File: config.mk
export PLATFORM = sky130hd
export DESIGN_NAME = frqs_ram
export DESIGN_NICKNAME = d
export VERILOG_FILES = /design/src/hdl/frqs_ram.sv
export SDC_FILE = /design/constraint.sdc
export NUM_CORES = 1
export LEC_CHECK = 0
export BUFFER_PORTS_ARGS = -buffer_cell sky130_fd_sc_hd__buf_2
export CORE_ASPECT_RATIO = 0.5
export CORE_UTILIZATION = 30
export DETAILED_ROUTE_END_ITERATION = 12
export PLACE_DENSITY = 0.52
export RECOVER_POWER = 25
export SLEW_MARGIN = 15
export SYNTH_ARGS = -nofsm -noshare
export SYNTH_HDL_FRONTEND = slang
export SYNTH_SLANG_ARGS = --single-unit
File: constraint.sdc
create_clock -name aclk -period 2.4 [get_ports aclk]
set_input_delay 0.24 -clock aclk [delete_from_list [all_inputs] [get_ports aclk]]
set_output_delay 0.24 -clock aclk [all_outputs]
set_load 0.02 [all_outputs]
File: src/hdl/frqs_ram.sv
// Generic single-port-write, single-port-read RAM with registered read.
// No dependencies.
`timescale 1ns / 1ps
`default_nettype none
module frqs_ram #(
    parameter int WIDTH = 8,
    parameter int DEPTH = 16
) (
    input  wire logic                     aclk,
    input  wire logic                     wr_en,
    input  wire logic [$clog2(DEPTH)-1:0] wr_addr,
    input  wire logic [WIDTH-1:0]         wr_data,
    input  wire logic [$clog2(DEPTH)-1:0] rd_addr,
    output logic      [WIDTH-1:0]         rd_data
);
    logic [WIDTH-1:0] mem [DEPTH];

    always_ff @(posedge aclk) begin
        if (wr_en) begin
            mem[wr_addr] <= wr_data;
        end
        rd_data <= mem[rd_addr];
    end
endmodule
`default_nettype wire
-- Word level (Yosys, flattened, before mapping)
Memories as Yosys holds them, arrays and structs flattened. A register that Yosys moved wholly into a read port is not among the register bits.
Cells that the tools add are included.
- flip-flop bits (word level): 0
- bits in writable memories: 128
- bits of input ports: 18
- output and inout port bits: 8
- logic and storage cells: 3
- memories kept: 1
- memory list (name ; depth ; bits a word ; read ports ; clocked after memory_dff ; write ports ; RTL line ; text):
    mem ; 16 ; 8 ; 1 ; 1 ; 1 ; 16 ; logic [WIDTH-1:0] mem [DEPTH];
- multiplexer cells: 2
- operators by type and width (operator ; count):
    two-way mux 1 bit ; 2

-- Logic depth before layout (Yosys ltp)
- depth after elaboration: 2
- depth in mapped cells: 5
- gate-level depth less buffers: 3

-- Worst setup path before layout
No wires, ideal clock.
- path kind: input port to flip-flop
- start: in wr_addr[2]
- end: mem mem[0][0] (enable)
- setup time: 0.383 ns
- arrival time: 1.350 ns
- required time: 2.017 ns
- path slack: 0.667 ns
- cell stages on the path: 2
- path buffers: 0
- cells stage by stage: or3b_2 nor3_1
- RTL lines (element ; RTL line ; text):
    start: declaration ; 11 ; input wire logic [$clog2(DEPTH)-1:0] wr_addr,
    end: declaration ; 16 ;
Straight into the memory's write port.

==> metrics.csv <==
stage,metric,value,unit
route,"wirelength, routed",10100,µm
clock_network,clock sink count,136,
worst_setup_path,critical path launch point type,flop,
final_layout,area of the multi-input gates,1060,µm²
place,Post-DP HPWL,6560,µm
clock_network,worst-skew pair later-pin latency,410,ps
route,post-DR vias/cell,4.67,
power_and_ir_drop,NetSw,1160,µW
clock_network,Post-CTS Setup Inserts,0,
worst_setup_path,CP Class,flop to flop,
place,Placement Setup Slack,658,ps
power_and_ir_drop,Max VDD drop,0.415,mV
sta,fmax,743,MHz
final_layout,Final Util,37.5,%
min_path,Hold WC Path Type,input pin to flop,
worst_setup_path,Crit. End Element,flop,
sta,Period minus WS final,1350,ps
sta,relative max-transition margin,44.3,%
global_route,initial antenna violation count,0,
sta,setup ws final,1050,ps
synth,#FFs+latches synth,136,
sta,Setup TNS,0,ps
synth,commonest register cell after synthesis,edfxtp_1,
route,"antenna viol nets, final",0,
place,GPL Wtd Cong,0.729,
sta,pins over their slew limit,0,
worst_setup_path,Critical Path End,rd_data[5],
flow_run,max-cap violations,0,
place,Inst Count DP,487,
synth,share of the synthesized area in the top cell type,74.7,%
worst_setup_path,crit path max fanout,1,
clock_network,CTS Buf Count,17,
synth,synthesized-area fraction occupied by and/or/nand/nor cells,3.18,%
global_route,largest net degree at the start of global routing,33,
synth,syn_nets,247,
power_and_ir_drop,leak pwr,0.00205,µW
worst_setup_path,crit path DAT,1640,ps
synth,leading area contributor after synthesis,edfxtp_1,
power_and_ir_drop,combinational share of power,4.6,%
synth,synthesized cell area,5150,µm²
die,Die ar.,17700,µm²
place,Buffers on Ports,25,
die,Top-Level Pins,26,
synth,Synth Warn #,0,
clock_network,Clock Path Buffers,2,
final_layout,Non-Filler Instances,519,
worst_setup_path,R2R depth,3,
synth,"Seq/Total Area, Yosys",77.8,%
clock_network,CTS resizes,0,
route,via count of the routed design,2422,
worst_setup_path,Critical R2R Launch,mem[1][5],
sta,RSZ-0062 raised after global routing,false,
synth,synthesized area per cell,22.5,µm²
worst_setup_path,Worst R2R End,rd_data[5],
synth,Post-Syn Instances,229,
synth,synth unique cells,19,
final_layout,area grow syn2layout,20.7,%
sta,hold violation count in the final report,0,
final_layout,NumNets Final,297,
final_layout,n_diodes,0,
sta,hold slack,229,ps
route,1st-pass router iterations,4,
synth,Post-Synth Adder-Cell Area,0,%
clock_network,clk root buf,clkbuf_16,
clock_network,Worst-path clk slew,60,ps
global_route,Total Routing Usage GR,12.3,%
sta,Slew @ Worst Pin,833,ps
power_and_ir_drop,sw frac,20.9,%
global_route,first-pass GRT wire length,15300,µm
synth,xor/xnor share of the synthesized area,0,%
synth,Post-synth top cells,"128 x edfxtp_1, 18 x mux4_2, 16 x a22oi_1",
synth,top post-synthesis cells by area,"edfxtp_1 75%, mux4_2 7.9%, mux4_1 7.1%",
power_and_ir_drop,Pwr Density,894,nW/µm²
final_layout,Sequential Area,4000,µm²
power_and_ir_drop,Internal,4390,µW
die,Std-Cell Rows,33,
synth,most numerous cell in the Yosys netlist,edfxtp_1,
die,Die Y,94.6,µm
power_and_ir_drop,Flop pwr share,48.1,%
clock_network,htree depth,4,
route,Detailed Route Iter0 Violations,265,
status,status,"finished, final reports clean",
global_route,vias in the first global route,2541,
synth,Synth Area in Compound Gates,2.33,%
die,Die X,187,µm
clock_network,CTS tree,built,
sta,Worst Skew,6.04,ps
final_layout,filler instances,1472,
die,Initial Util,31.1,%
route,average wire per standard cell,19.4,µm
synth,mux cell area share after synthesis,15.0,%
clock_network,hold-fix buffers at CTS,0,
synth,"FFs w/ async S/R, synth",0,%
die,core area,16600,µm²
final_layout,share of layout cells above drive strength 1,29.5,%
worst_setup_path,CP startpoint,mem[1][5],
sta,Final Setup Violations,0,
synth,number of synthesized flops with an enable pin,128,
synth,largest family of logic cells by synthesized area,multiplexers,
sta,final period utilization,56.1,%
power_and_ir_drop,Clk network pwr share,47.2,%
worst_setup_path,WP data required,2690,ps
worst_setup_path,reg2reg setup slack,1050,ps
route,DRC,0,
global_route,grt total ovfl,0,
flip-flops by register name, indices dropped and copies added (netlist names):
register	flops
mem	128
rd_data	8
worst max-delay path, cell delays in order, from the launching register on:
cell and delay [ps]:
edfxtp_1 360, mux4_1 530, a22oi_1 260, nand2_1 80
kinds of logic (layout without fill, tap and decap cells):
kind of cell	after synthesis	count (layout)
muxes	32	32
and+or+nand+nor	35	35
AOI/OAI and AO/OA	16	16
DFF	136	136
buffers and inverters	10	73
power groups by stage:
stage	clock (µW)	combinational [µW]	sequential [µW]
detailed placement	0	264	2720
global placement	0	259	2720
floorplan	0	135	2740
global route	2760	280	2680
CTS	2660	265	2670
finish	2620	257	2670
how the worst min path moves through the flow:
stage | from | to | slack, ps | cells after the start
6_report | wr_data[3] | mem[3][3] | 230 | 1
5_1_grt | wr_data[3] | mem[3][3] | 240 | 1
4_1_cts | wr_data[4] | mem[8][4] | 210 | 1
3_5_place_dp | wr_data[4] | mem[1][4] | 640 | 1
3_3_place_gp | wr_data[2] | mem[14][2] | 630 | 1
2_1_floorplan | wr_data[0] | mem[0][0] | 340 | 0
cells in the final DEF, fill, tap and decap left out, drive strengths merged:
cell	Yosys	routed
nor3	4	4
clkinvlp	0	5
buf	7	35
dfxtp	8	8
a22oi	16	16
nand3	1	1
inv	0	2
and2b	1	1
mux4	32	32
bufinv	0	3
clkbuf	0	23
nand2	9	9
nand3b	2	2
nand2b	2	2
clkinv	0	5
or3b	1	1
nor2b	1	1
and2	1	1
nor2	13	13
edfxtp	128	128
metrics by stage:
stage | cell area [µm²] | total power [µW]
final | 6210 | 5550
after global routing | 6210 | 5720
after CTS | 6220 | 5600
after detailed placement | 5620 | 2990
after global placement | 5620 | 2980
after floorplan | 5150 | 2870
layer usage:
metal  wire [µm]  track usage [%]  vias to the layer above  part of all wire (%)
li1            -                -                     1078                     -
met3         422             3.53                       10                   4.2
met4         108             4.92                        0                   1.1
met1        4740             15.8                     1275                    47
met2        4820             19.9                       59                    48
met5           0                0                        -                     0
final cells by class:
| class | count | area share [%] |
|---|---|---|
| clock buffers | 17 | 6.85 |
| clock inverters | 15 | 2.86 |
| multi-input cells | 83 | 17.0 |
| flip-flops and latches | 136 | 64.5 |
| well taps | 227 | 4.57 |
| repair buffers | 41 | 4.23 |
No activity file was read; power rests on OpenSTA's default activity.
